### config.mk
export PLATFORM = sky130hd
export DESIGN_NAME = modular_prime_field_alu_flat
export DESIGN_NICKNAME = d
export VERILOG_FILES = /design/src/rtl/core/mpf_pkg.sv /design/src/rtl/core/mpf_req_if.sv /design/src/rtl/core/mpf_rsp_if.sv /design/src/rtl/core/mpf_modmul.sv /design/src/rtl/core/mpf_datapath.sv /design/src/rtl/core/mpf_ctrl.sv /design/src/rtl/core/modular_prime_field_alu.sv /design/src/flat_wrapper.sv
export SDC_FILE = /design/constraint.sdc
export NUM_CORES = 2
export LEC_CHECK = 0
export BUFFER_PORTS_ARGS = -buffer_cell sky130_fd_sc_hd__buf_2
export CORE_ASPECT_RATIO = 0.5
export CORE_MARGIN = 1.5
export CORE_UTILIZATION = 30
export CTS_CLUSTER_SIZE = 12
export DETAILED_ROUTE_END_ITERATION = 10
export SLEW_MARGIN = 20
export SYNTH_ARGS = -nofsm -noshare
export SYNTH_HDL_FRONTEND = slang
export SYNTH_SLANG_ARGS = --single-unit
### constraint.sdc
create_clock -name clk -period 10.7 [get_ports clk]
set_input_delay 2.14 -clock clk [delete_from_list [all_inputs] [get_ports clk]]
set_output_delay 2.14 -clock clk [all_outputs]
set_load 0.01 [all_outputs]
### src/rtl/core/mpf_pkg.sv
// Package for the modular prime field ALU: field constants, widths, codes and
// the command and status structs between controller and datapath. No dependencies.
package mpf_pkg;

  localparam longint unsigned MODULUS = 64'd998244353;

  // Residue width and the product width seen by the reducer.
  localparam int RW  = $clog2(MODULUS + 1);
  localparam int PW  = 2 * RW;
  localparam int MUW = RW + 1;

  // Barrett constant floor(2^(2*RW) / MODULUS).
  localparam longint unsigned MU = (64'd1 << PW) / MODULUS;

  localparam int OPC_W = 3;
  localparam int A_W   = 30;
  localparam int B_W   = 64;
  localparam int RES_W = 30;

  // The 64-bit operand is folded in by Horner steps of one digit each.
  localparam int DIG_W = 16;
  localparam int NDIG  = B_W / DIG_W;
  localparam int CNT_W = $clog2(NDIG);

  typedef logic [RW-1:0] residue_t;

  localparam residue_t MOD_R     = RW'(MODULUS);
  localparam residue_t ONE_R     = RW'(1);
  localparam residue_t DIG_SCALE = RW'(64'd1 << DIG_W);
  localparam logic [B_W-1:0] INV_EXP = B_W'(MODULUS - 2);

  typedef enum logic [OPC_W-1:0] {
    OP_ADD = 3'd0,
    OP_SUB = 3'd1,
    OP_MUL = 3'd2,
    OP_POW = 3'd3,
    OP_DIV = 3'd4
  } opcode_t;

  typedef enum logic [2:0] {
    SRC_A,
    SRC_DIGIT,
    SRC_XY,
    SRC_ACC_SQ,
    SRC_SQ_SQ,
    SRC_X_ACC
  } mm_src_t;

  typedef enum logic [1:0] {
    DST_X,
    DST_Y,
    DST_ACC,
    DST_SQ
  } mm_dst_t;

  typedef enum logic [3:0] {
    ST_IDLE,
    ST_RED_A,
    ST_WAIT_A,
    ST_RED_B,
    ST_WAIT_B,
    ST_DISPATCH,
    ST_POW_CHK,
    ST_POW_MUL,
    ST_WAIT_MUL,
    ST_POW_SQ,
    ST_WAIT_SQ,
    ST_MUL_ISSUE,
    ST_WAIT_FIN,
    ST_FINISH
  } ctrl_state_t;

  typedef struct packed {
    logic    load;
    logic    mm_start;
    mm_src_t mm_src;
    logic    mm_wr;
    mm_dst_t mm_dst;
    logic    e_shift;
    logic    pow_init;
    logic    res_load;
  } dp_cmd_t;

  typedef struct packed {
    logic             mm_done;
    logic             e_zero;
    logic             e_bit0;
    logic             e_rest_zero;
    logic [OPC_W-1:0] opcode;
  } dp_status_t;

endpackage

### src/rtl/core/mpf_req_if.sv
// Request channel of the modular prime field ALU: valid, ready and one item.
// Depends on mpf_pkg for the field widths.
interface mpf_req_if;
  import mpf_pkg::*;

  logic             valid;
  logic             ready;
  logic [OPC_W-1:0] opcode;
  logic [A_W-1:0]   a;
  logic [B_W-1:0]   b;

  modport source (output valid, opcode, a, b, input ready);
  modport sink   (input valid, opcode, a, b, output ready);
endinterface

### src/rtl/core/mpf_rsp_if.sv
// Response channel of the modular prime field ALU: valid, ready and the result.
// Depends on mpf_pkg for the field width.
interface mpf_rsp_if;
  import mpf_pkg::*;

  logic             valid;
  logic             ready;
  logic [RES_W-1:0] result;

  modport source (output valid, result, input ready);
  modport sink   (input valid, result, output ready);
endinterface

### src/rtl/core/mpf_modmul.sv
// Pipelined modular multiply-add: (opa * opb + addend) mod MODULUS by Barrett reduction.
// Five register stages, one start at a time from the controller. Depends on mpf_pkg.
module mpf_modmul (
  input  logic              clk,
  input  logic              rst,
  input  logic              start,
  input  mpf_pkg::residue_t opa,
  input  mpf_pkg::residue_t opb,
  input  logic [mpf_pkg::PW-1:0] addend,
  output logic              done,
  output mpf_pkg::residue_t result
);
  import mpf_pkg::*;

  localparam logic [MUW-1:0] MU_C = MUW'(MU);
  localparam logic [RW+1:0]  M1_C = (RW + 2)'(MODULUS);
  localparam logic [RW+1:0]  M2_C = (RW + 2)'(2 * MODULUS);

  logic [4:0]         vld;
  logic [PW-1:0]      prod_c;
  logic [PW-1:0]      p1;
  logic [PW-1:0]      p2;
  logic [PW-1:0]      p3;
  logic [2*MUW-1:0]   t2;
  logic [MUW+RW-1:0]  qm3;
  logic [RW+1:0]      r4;
  logic [RW+1:0]      r5_c;
  residue_t           r5;

  assign prod_c = opa * opb;

  // The remainder after the estimate is below three times the modulus.
  always_comb begin
    if (r4 >= M2_C) begin
      r5_c = r4 - M2_C;
    end else if (r4 >= M1_C) begin
      r5_c = r4 - M1_C;
    end else begin
      r5_c = r4;
    end
  end

  always_ff @(posedge clk) begin
    if (rst) begin
      vld <= '0;
    end else begin
      vld <= {vld[3:0], start};
    end
  end

  always_ff @(posedge clk) begin
    p1  <= prod_c + addend;
    t2  <= p1[PW-1:RW-1] * MU_C;
    p2  <= p1;
    qm3 <= t2[2*MUW-1:MUW] * MOD_R;
    p3  <= p2;
    r4  <= p3[RW+1:0] - qm3[RW+1:0];
    r5  <= r5_c[RW-1:0];
  end

  assign done   = vld[4];
  assign result = r5;

endmodule

### src/rtl/core/mpf_datapath.sv
// Datapath of the modular prime field ALU: operand, accumulator and exponent
// registers, the shared modular multiplier and the result register. Depends on mpf_pkg.
module mpf_datapath (
  input  logic                     clk,
  input  logic                     rst,
  input  logic [mpf_pkg::OPC_W-1:0] opcode,
  input  logic [mpf_pkg::A_W-1:0]   a,
  input  logic [mpf_pkg::B_W-1:0]   b,
  input  mpf_pkg::dp_cmd_t          cmd,
  output mpf_pkg::dp_status_t       status,
  output logic [mpf_pkg::RES_W-1:0] result
);
  import mpf_pkg::*;

  logic [OPC_W-1:0] opc;
  logic [A_W-1:0]   a_r;
  logic [B_W-1:0]   bsh;
  logic [B_W-1:0]   e;
  residue_t         x;
  residue_t         y;
  residue_t         acc;
  residue_t         sq;
  logic [RES_W-1:0] res;

  residue_t         mm_a;
  residue_t         mm_b;
  logic [PW-1:0]    mm_add;
  logic             mm_done;
  residue_t         mm_res;

  logic [RW:0]      sum_c;
  logic [RW:0]      dif_c;
  residue_t         res_c;

  always_comb begin
    mm_a   = '0;
    mm_b   = '0;
    mm_add = '0;
    case (cmd.mm_src)
      SRC_A:      mm_add = PW'(a_r);
      SRC_DIGIT: begin
        mm_a   = y;
        mm_b   = DIG_SCALE;
        mm_add = PW'(bsh[B_W-1 -: DIG_W]);
      end
      SRC_XY: begin
        mm_a = x;
        mm_b = y;
      end
      SRC_ACC_SQ: begin
        mm_a = acc;
        mm_b = sq;
      end
      SRC_SQ_SQ: begin
        mm_a = sq;
        mm_b = sq;
      end
      SRC_X_ACC: begin
        mm_a = x;
        mm_b = acc;
      end
      default: mm_add = '0;
    endcase
  end

  mpf_modmul u_modmul (
    .clk    (clk),
    .rst    (rst),
    .start  (cmd.mm_start),
    .opa    (mm_a),
    .opb    (mm_b),
    .addend (mm_add),
    .done   (mm_done),
    .result (mm_res)
  );

  // Both operands are residues, so one conditional subtraction finishes add and subtract.
  always_comb begin
    sum_c = {1'b0, x} + {1'b0, y};
    dif_c = {1'b0, x} + {1'b0, MOD_R} - {1'b0, y};
    case (opc) inside
      OP_ADD:  res_c = (sum_c >= {1'b0, MOD_R}) ? RW'(sum_c - {1'b0, MOD_R}) : sum_c[RW-1:0];
      OP_SUB:  res_c = (dif_c >= {1'b0, MOD_R}) ? RW'(dif_c - {1'b0, MOD_R}) : dif_c[RW-1:0];
      OP_MUL, OP_POW, OP_DIV: res_c = acc;
      default: res_c = '0;
    endcase
  end

  always_ff @(posedge clk) begin
    if (cmd.load) begin
      opc <= opcode;
      a_r <= a;
      bsh <= b;
      e   <= b;
      y   <= '0;
    end
    if (cmd.mm_wr) begin
      case (cmd.mm_dst)
        DST_X:   x <= mm_res;
        DST_Y: begin
          y   <= mm_res;
          bsh <= bsh << DIG_W;
        end
        DST_ACC: acc <= mm_res;
        DST_SQ:  sq  <= mm_res;
        default: x   <= mm_res;
      endcase
    end
    // Divide raises the reduced divisor to the Fermat exponent.
    if (cmd.pow_init) begin
      acc <= ONE_R;
      if (opc == OP_DIV) begin
        sq <= y;
        e  <= INV_EXP;
      end else begin
        sq <= x;
      end
    end
    if (cmd.e_shift) begin
      e <= e >> 1;
    end
    if (cmd.res_load) begin
      res <= RES_W'(res_c);
    end
  end

  assign status.mm_done     = mm_done;
  assign status.e_zero      = (e == '0);
  assign status.e_bit0      = e[0];
  assign status.e_rest_zero = (e[B_W-1:1] == '0);
  assign status.opcode      = opc;
  assign result             = res;

endmodule

### src/rtl/core/mpf_ctrl.sv
// Controller of the modular prime field ALU: sequences operand reduction,
// square-and-multiply and the output handshake. Depends on mpf_pkg.
module mpf_ctrl (
  input  logic                clk,
  input  logic                rst,
  input  logic                in_valid,
  output logic                in_ready,
  output logic                out_valid,
  input  logic                out_ready,
  input  mpf_pkg::dp_status_t status,
  output mpf_pkg::dp_cmd_t    cmd
);
  import mpf_pkg::*;

  ctrl_state_t      state;
  ctrl_state_t      state_next;
  logic [CNT_W-1:0] cnt;
  logic [CNT_W-1:0] cnt_next;
  logic             rsp_valid;
  logic             rsp_valid_next;
  logic             take;

  // The output register may be refilled in the cycle its item is taken.
  assign take     = !rsp_valid || out_ready;
  assign in_ready = (state == ST_IDLE);

  always_comb begin
    state_next = state;
    cnt_next   = cnt;
    unique case (state)
      ST_IDLE: begin
        if (in_valid) begin
          state_next = ST_RED_A;
          cnt_next   = '0;
        end
      end
      ST_RED_A:  state_next = ST_WAIT_A;
      ST_WAIT_A: if (status.mm_done) state_next = ST_RED_B;
      ST_RED_B:  state_next = ST_WAIT_B;
      ST_WAIT_B: begin
        if (status.mm_done) begin
          cnt_next   = cnt + 1'b1;
          state_next = (cnt == CNT_W'(NDIG - 1)) ? ST_DISPATCH : ST_RED_B;
        end
      end
      ST_DISPATCH: begin
        case (status.opcode) inside
          OP_MUL:         state_next = ST_MUL_ISSUE;
          OP_POW, OP_DIV: state_next = ST_POW_CHK;
          default:        state_next = ST_FINISH;
        endcase
      end
      ST_POW_CHK: begin
        if (status.e_zero) begin
          state_next = (status.opcode == OP_DIV) ? ST_MUL_ISSUE : ST_FINISH;
        end else if (status.e_bit0) begin
          state_next = ST_POW_MUL;
        end else begin
          state_next = ST_POW_SQ;
        end
      end
      ST_POW_MUL: state_next = ST_WAIT_MUL;
      ST_WAIT_MUL: begin
        // No squaring is needed once the top exponent bit is consumed.
        if (status.mm_done) begin
          state_next = status.e_rest_zero ? ST_POW_CHK : ST_POW_SQ;
        end
      end
      ST_POW_SQ:    state_next = ST_WAIT_SQ;
      ST_WAIT_SQ:   if (status.mm_done) state_next = ST_POW_CHK;
      ST_MUL_ISSUE: state_next = ST_WAIT_FIN;
      ST_WAIT_FIN:  if (status.mm_done) state_next = ST_FINISH;
      ST_FINISH:    if (take) state_next = ST_IDLE;
      default:      state_next = ST_IDLE;
    endcase
  end

  always_comb begin
    cmd        = '0;
    cmd.mm_src = SRC_A;
    cmd.mm_dst = DST_X;
    unique case (state)
      ST_IDLE:   cmd.load = in_valid;
      ST_RED_A: begin
        cmd.mm_start = 1'b1;
        cmd.mm_src   = SRC_A;
      end
      ST_WAIT_A: begin
        cmd.mm_wr  = status.mm_done;
        cmd.mm_dst = DST_X;
      end
      ST_RED_B: begin
        cmd.mm_start = 1'b1;
        cmd.mm_src   = SRC_DIGIT;
      end
      ST_WAIT_B: begin
        cmd.mm_wr  = status.mm_done;
        cmd.mm_dst = DST_Y;
      end
      ST_DISPATCH: begin
        cmd.pow_init = (status.opcode == OP_POW) || (status.opcode == OP_DIV);
      end
      ST_POW_CHK: cmd.load = 1'b0;
      ST_POW_MUL: begin
        cmd.mm_start = 1'b1;
        cmd.mm_src   = SRC_ACC_SQ;
      end
      ST_WAIT_MUL: begin
        cmd.mm_wr   = status.mm_done;
        cmd.mm_dst  = DST_ACC;
        cmd.e_shift = status.mm_done && status.e_rest_zero;
      end
      ST_POW_SQ: begin
        cmd.mm_start = 1'b1;
        cmd.mm_src   = SRC_SQ_SQ;
      end
      ST_WAIT_SQ: begin
        cmd.mm_wr   = status.mm_done;
        cmd.mm_dst  = DST_SQ;
        cmd.e_shift = status.mm_done;
      end
      ST_MUL_ISSUE: begin
        cmd.mm_start = 1'b1;
        cmd.mm_src   = (status.opcode == OP_DIV) ? SRC_X_ACC : SRC_XY;
      end
      ST_WAIT_FIN: begin
        cmd.mm_wr  = status.mm_done;
        cmd.mm_dst = DST_ACC;
      end
      ST_FINISH: cmd.res_load = take;
      default:   cmd.load = 1'b0;
    endcase
  end

  always_comb begin
    if (cmd.res_load) begin
      rsp_valid_next = 1'b1;
    end else if (out_ready) begin
      rsp_valid_next = 1'b0;
    end else begin
      rsp_valid_next = rsp_valid;
    end
  end

  always_ff @(posedge clk) begin
    if (rst) begin
      state     <= ST_IDLE;
      cnt       <= '0;
      rsp_valid <= 1'b0;
    end else begin
      state     <= state_next;
      cnt       <= cnt_next;
      rsp_valid <= rsp_valid_next;
    end
  end

  assign out_valid = rsp_valid;

endmodule

### src/rtl/core/modular_prime_field_alu.sv
// Each modular product passes through the five-stage Barrett multiplier, and operand
// reduction takes five of them. One item is in work at a time; the next is taken the cycle
// after the result is loaded into the output register. Synchronous reset returns the
// controller to idle and empties the output; no clearing pass.
module modular_prime_field_alu (
  input logic      clk,
  input logic      rst,
  mpf_req_if.sink  req,
  mpf_rsp_if.source rsp
);
  import mpf_pkg::*;

  dp_cmd_t    cmd;
  dp_status_t status;

  mpf_ctrl u_ctrl (
    .clk       (clk),
    .rst       (rst),
    .in_valid  (req.valid),
    .in_ready  (req.ready),
    .out_valid (rsp.valid),
    .out_ready (rsp.ready),
    .status    (status),
    .cmd       (cmd)
  );

  mpf_datapath u_datapath (
    .clk    (clk),
    .rst    (rst),
    .opcode (req.opcode),
    .a      (req.a),
    .b      (req.b),
    .cmd    (cmd),
    .status (status),
    .result (rsp.result)
  );

endmodule

### src/flat_wrapper.sv
// flat-port wrapper written by rule: the top's interface ports become plain ports
module modular_prime_field_alu_flat import mpf_pkg::*;
  (clk, rst, req_valid, req_opcode, req_a, req_b, req_ready, rsp_valid, rsp_result, rsp_ready);
  mpf_req_if req_i ();
  mpf_rsp_if rsp_i ();
  input logic clk;
  input logic rst;
  input wire logic [$bits(req_i.valid)-1:0] req_valid;
  input wire logic [$bits(req_i.opcode)-1:0] req_opcode;
  input wire logic [$bits(req_i.a)-1:0] req_a;
  input wire logic [$bits(req_i.b)-1:0] req_b;
  output wire logic [$bits(req_i.ready)-1:0] req_ready;
  output wire logic [$bits(rsp_i.valid)-1:0] rsp_valid;
  output wire logic [$bits(rsp_i.result)-1:0] rsp_result;
  input wire logic [$bits(rsp_i.ready)-1:0] rsp_ready;
  assign req_i.valid = req_valid;
  assign req_i.opcode = req_opcode;
  assign req_i.a = req_a;
  assign req_i.b = req_b;
  assign req_ready = req_i.ready;
  assign rsp_valid = rsp_i.valid;
  assign rsp_result = rsp_i.result;
  assign rsp_i.ready = rsp_ready;
  modular_prime_field_alu u_core (.clk(clk), .rst(rst), .req(req_i), .rsp(rsp_i));
endmodule
==> PnR_summary.wiki <==
{| class="wikitable"
! Metric !! Value
|-
| Number of clock sinks || 572
|-
| Worst setup path startpoint || u_core.u_ctrl.state[1]
|-
| Post-synthesis cell area || 69600 um^2
|-
| Starting DRC count in detailed routing || 4650
|-
| Portion of the clock cycle consumed by the worst path in the final layout || 96.0%
|-
| Worst slack on hold paths || 0.312 ns
|-
| Via count of the first global-routing pass || 54200
|-
| Floorplan die area || 235000 um^2
|-
| Async SR Flop Fraction || 0%
|-
| Distinct cell type count after synthesis || 109
|-
| Yosys warning total || 0
|-
| Worst R2R Path Depth || 32
|-
| Endpoint kind of the worst setup timing path || flip-flop
|-
| Half-perimeter wire length of the detailed placement result || 186000 um
|-
| Share of layout cells above drive strength 1 || 6.78%
|-
| Top-area cell type share of the netlist area || 31.1%
|-
| Remaining Overflow, GRT || 0
|-
| Syn avg cell area || 9.15 um^2
|-
| Most frequent cell after synthesis || sky130_fd_sc_hd__inv_1
|-
| Post-Syn Nets || 9594
|-
| Fin Setup TNS || 0 ns
|-
| Internal reg-to-reg setup slack || 0.43 ns
|-
| Total global-route track usage || 19.1%
|-
| Slew margin rel. || 29.4%
|-
| Cell with the most instances on the worst path || sky130_fd_sc_hd__fa_1
|-
| Placer's final routability congestion estimate || 1.01
|-
| Number of nets in the layout || 9664
|-
| Die width || 684 um
|-
| Layout filler cell count || 23700
|-
| Met2 wirelength from detailed routing || 96300 um
|-
| Max Cap Violations || 0
|-
| Cell taking the most area after synthesis || sky130_fd_sc_hd__fa_1
|-
| Clock tree skew after final layout || 0.0557 ns
|-
| Antenna Violating Nets Remaining || 0
|-
| Worst endpoint required time || 11.28 ns
|-
| Data arrival time of the worst path || 10.85 ns
|-
| Clock transition at path regs || 0.06 ns
|-
| CTS tree || built
|-
| Leakage power figure || 36.4 nW
|-
| Fin. max-slew vios || 0
|-
| Layout-stage area growth over the synthesis result || 10.1%
|-
| Number of vias after detailed routing || 53500
|-
| Number of instances in the synthesized netlist || 7600
|-
| Highest metal layer used by the detailed router || met4
|-
| Max VDD drop || 112 uV
|-
| Number of hold buffers added after CTS || 0
|-
| Antenna violations before repair || 4
|-
| Met1 wire length || 98400 um
|-
| Most frequent cells after synthesis || sky130_fd_sc_hd__inv_1, sky130_fd_sc_hd__fa_1, sky130_fd_sc_hd__nand2_1
|-
| Setup-violating endpoint count in the final report || 0
|-
| Remaining design rule violation count || 0
|-
| First-pass DRT Iterations || 8
|-
| Detailed-route wire length || 224000 um
|-
| Sequential element share of the synthesized area || 18.2%
|-
| Routed length per placed instance || 20.7 um
|-
| Top cells by area, synth || sky130_fd_sc_hd__fa_1, sky130_fd_sc_hd__ha_1, sky130_fd_sc_hd__dfxtp_1, sky130_fd_sc_hd__inv_1, sky130_fd_sc_hd__edfxtp_1
|-
| Worst Hold Class || flip-flop to flip-flop
|-
| Wire length of the first global-routing pass || 342000 um
|-
| Via count normalized by instance count || 4.95
|-
| Unrepaired setup endpoints after global routing || false
|-
| Y dimension of the die || 343 um
|-
| CTS buffer count || 66
|-
| Cell with the biggest individual delay on the critical path || sky130_fd_sc_hd__nand3_2
|-
| Number of enable-type register cells in the synthesized netlist || 123
|-
| Crit Path Max Fanout || 25
|-
| Clock insertion delay at the later pin of the skew report || 0.68 ns
|-
| Run status || completed
|-
| Primary FF master, synth || sky130_fd_sc_hd__dfxtp_1
|-
| Maximum achievable frequency || 0.0974 GHz
|-
| Critical path destination || u_core.u_datapath.u_modmul.p1[58]
|-
| Number of gates resized after cts || 0
|-
| Minimum clock period || 10.27 ns
|-
| I/O pin cnt || 133
|-
| Launching element type of the critical path || flip-flop
|-
| Count of final hold-check violations || 0
|-
| Crit Path Class || flip-flop to flip-flop
|-
| Endpoint of the most critical register-to-register path || u_core.u_datapath.u_modmul.p1[58]
|-
| Power, Total || 9.72 mW
|-
| CTS root buf || sky130_fd_sc_hd__clkbuf_16
|-
| Effective utilization at floorplan || 30.3%
|-
| Length of routed met3 wiring || 20600 um
|-
| IO buf count || 132
|-
| Synthesized flop and latch total || 572
|-
| Reg-to-Reg Start || u_core.u_ctrl.state[1]
|-
| Maximum number of pins on one net before global-route repair || 91
|-
| Core ar. || 229000 um^2
|-
| Std-Cell Rows || 124
|-
| Largest stage delay on the critical path || 0.60 ns
|-
| Number of buffers added for setup after CTS || 0
|-
| Number of H-tree levels || 3
|-
| Tightest Pin Transition || 1.06 ns
|-
| Final standard cell count with taps included and fillers excluded || 10800
|-
| Power Dens Cells || 127 nW/um^2
|-
| Number of placed cells counting well taps || 10700
|-
| Maximum clock path buffer count || 3
|}
-- layer usage --
metal | vias to the layer above | global-route usage, %
li1 | 24500 | -
met1 | 26400 | 26.6
met2 | 2192 | 29.2
met3 | 380 | 4.38
met4 | 0 | 6.59
met5 | - | 0.0589
-- metrics by stage --
step                      worst slack, ns  instance area, um^2  util (%)
after global routing               0.0192                76600      33.4
after detailed placement            0.492                74500      32.4
after global placement              0.561                74400      32.4
final                               0.430                76600      33.4
after CTS                           0.408                76600      33.4
after floorplan                      1.47                69600         -
-- kinds of logic (layout without fill, tap and decap cells) --
group	after synthesis	count (layout)	synth area share, %
buffers and inverters	1664	1775	9.02
AND/OR/NAND/NOR	2152	2153	13.5
XOR/XNOR	239	239	3.03
multiplexers	16	16	0.234
adder cells (fa/ha/maj)	1893	1893	45.7
AO/OA/AOI/OAI	1064	1064	10.3
flip-flops	572	572	18.2
other	0	1	0
-- placed cells by master (no fill, tap or decap), types with 28 or more instances in the layout --
cell type,n
sky130_fd_sc_hd__clkbuf_16,71
sky130_fd_sc_hd__xnor2_1,167
sky130_fd_sc_hd__inv_1,1349
sky130_fd_sc_hd__nor2_1,679
sky130_fd_sc_hd__nor3_1,74
sky130_fd_sc_hd__buf_2,132
sky130_fd_sc_hd__a22oi_1,72
sky130_fd_sc_hd__nand3_1,68
sky130_fd_sc_hd__nand2b_1,30
sky130_fd_sc_hd__and3_1,63
sky130_fd_sc_hd__dfxtp_1,449
sky130_fd_sc_hd__o21ai_0,149
sky130_fd_sc_hd__nor4_1,39
sky130_fd_sc_hd__and2_1,67
sky130_fd_sc_hd__fa_1,1079
sky130_fd_sc_hd__buf_4,178
sky130_fd_sc_hd__a21o_1,85
sky130_fd_sc_hd__edfxtp_1,123
sky130_fd_sc_hd__o21bai_1,28
sky130_fd_sc_hd__xor2_1,70
sky130_fd_sc_hd__ha_1,814
sky130_fd_sc_hd__a22o_1,37
sky130_fd_sc_hd__nor2b_1,37
sky130_fd_sc_hd__a31oi_1,72
sky130_fd_sc_hd__nand2_1,949
sky130_fd_sc_hd__o21a_1,51
sky130_fd_sc_hd__nand4_1,38
sky130_fd_sc_hd__a21oi_1,305
-- report_power, final --
group          switching (mW)  internal (mW)
Combinational            2.34           1.50
Sequential              0.711           2.92
Clock                   0.975           1.28
Total                    4.02           5.70
-- flip-flops by register name (all words and copies together), names as in the netlist, 31 cells and up --
name / flops
u_core.u_datapath.u_modmul.r4: 32
u_core.u_datapath.u_modmul.qm3: 32
u_core.u_datapath.u_modmul.p2: 32
u_core.u_datapath.u_modmul.p1: 60
u_core.u_datapath.u_modmul.p3: 32
u_core.u_datapath.bsh: 64
u_core.u_datapath.e: 64
u_core.u_datapath.u_modmul.t2: 31
-- worst min path at each step --
stage                                            startpoint                           endpoint  cells past startpoint
after floorplan            u_core.u_datapath.u_modmul.p1[0]   u_core.u_datapath.u_modmul.p2[0]                      0
after global placement    u_core.u_datapath.u_modmul.p2[16]  u_core.u_datapath.u_modmul.p3[16]                      0
after detailed placement  u_core.u_datapath.u_modmul.p1[15]  u_core.u_datapath.u_modmul.p2[15]                      0
after CTS                 u_core.u_datapath.u_modmul.p2[29]  u_core.u_datapath.u_modmul.p3[29]                      0
after global routing      u_core.u_datapath.u_modmul.p2[29]  u_core.u_datapath.u_modmul.p3[29]                      0
final                     u_core.u_datapath.u_modmul.p2[29]  u_core.u_datapath.u_modmul.p3[29]                      0
-- worst max-delay path: cells and delay by family (launching register included) --
kind | cells | cell delay [ns]
adders and majority gates | 9 | 4.45
xor gates and xnor gates | 1 | 0.16
AOI/OAI and AO/OA | 10 | 2.52
DFF | 1 | 0.43
and+or+nand+nor | 5 | 1.60
buffers and inverters | 7 | 0.99
-- layout make-up --
| cell class | instances | area [um^2] | share of cell area (%) |
|---|---|---|---|
| Antenna cell | 1 | 2.50 | 0.00327 |
| Clock buffer | 90 | 1900 | 2.48 |
| Clock inverter | 20 | 196 | 0.257 |
| Inverter | 1352 | 5070 | 6.63 |
| Multi-Input combinational cell | 5365 | 50800 | 66.3 |
| Sequential cell | 572 | 12700 | 16.6 |
| Tap cell | 3087 | 3860 | 5.04 |
| Timing Repair Buffer | 313 | 2060 | 2.70 |
No activity file was read; power rests on OpenSTA's default activity.
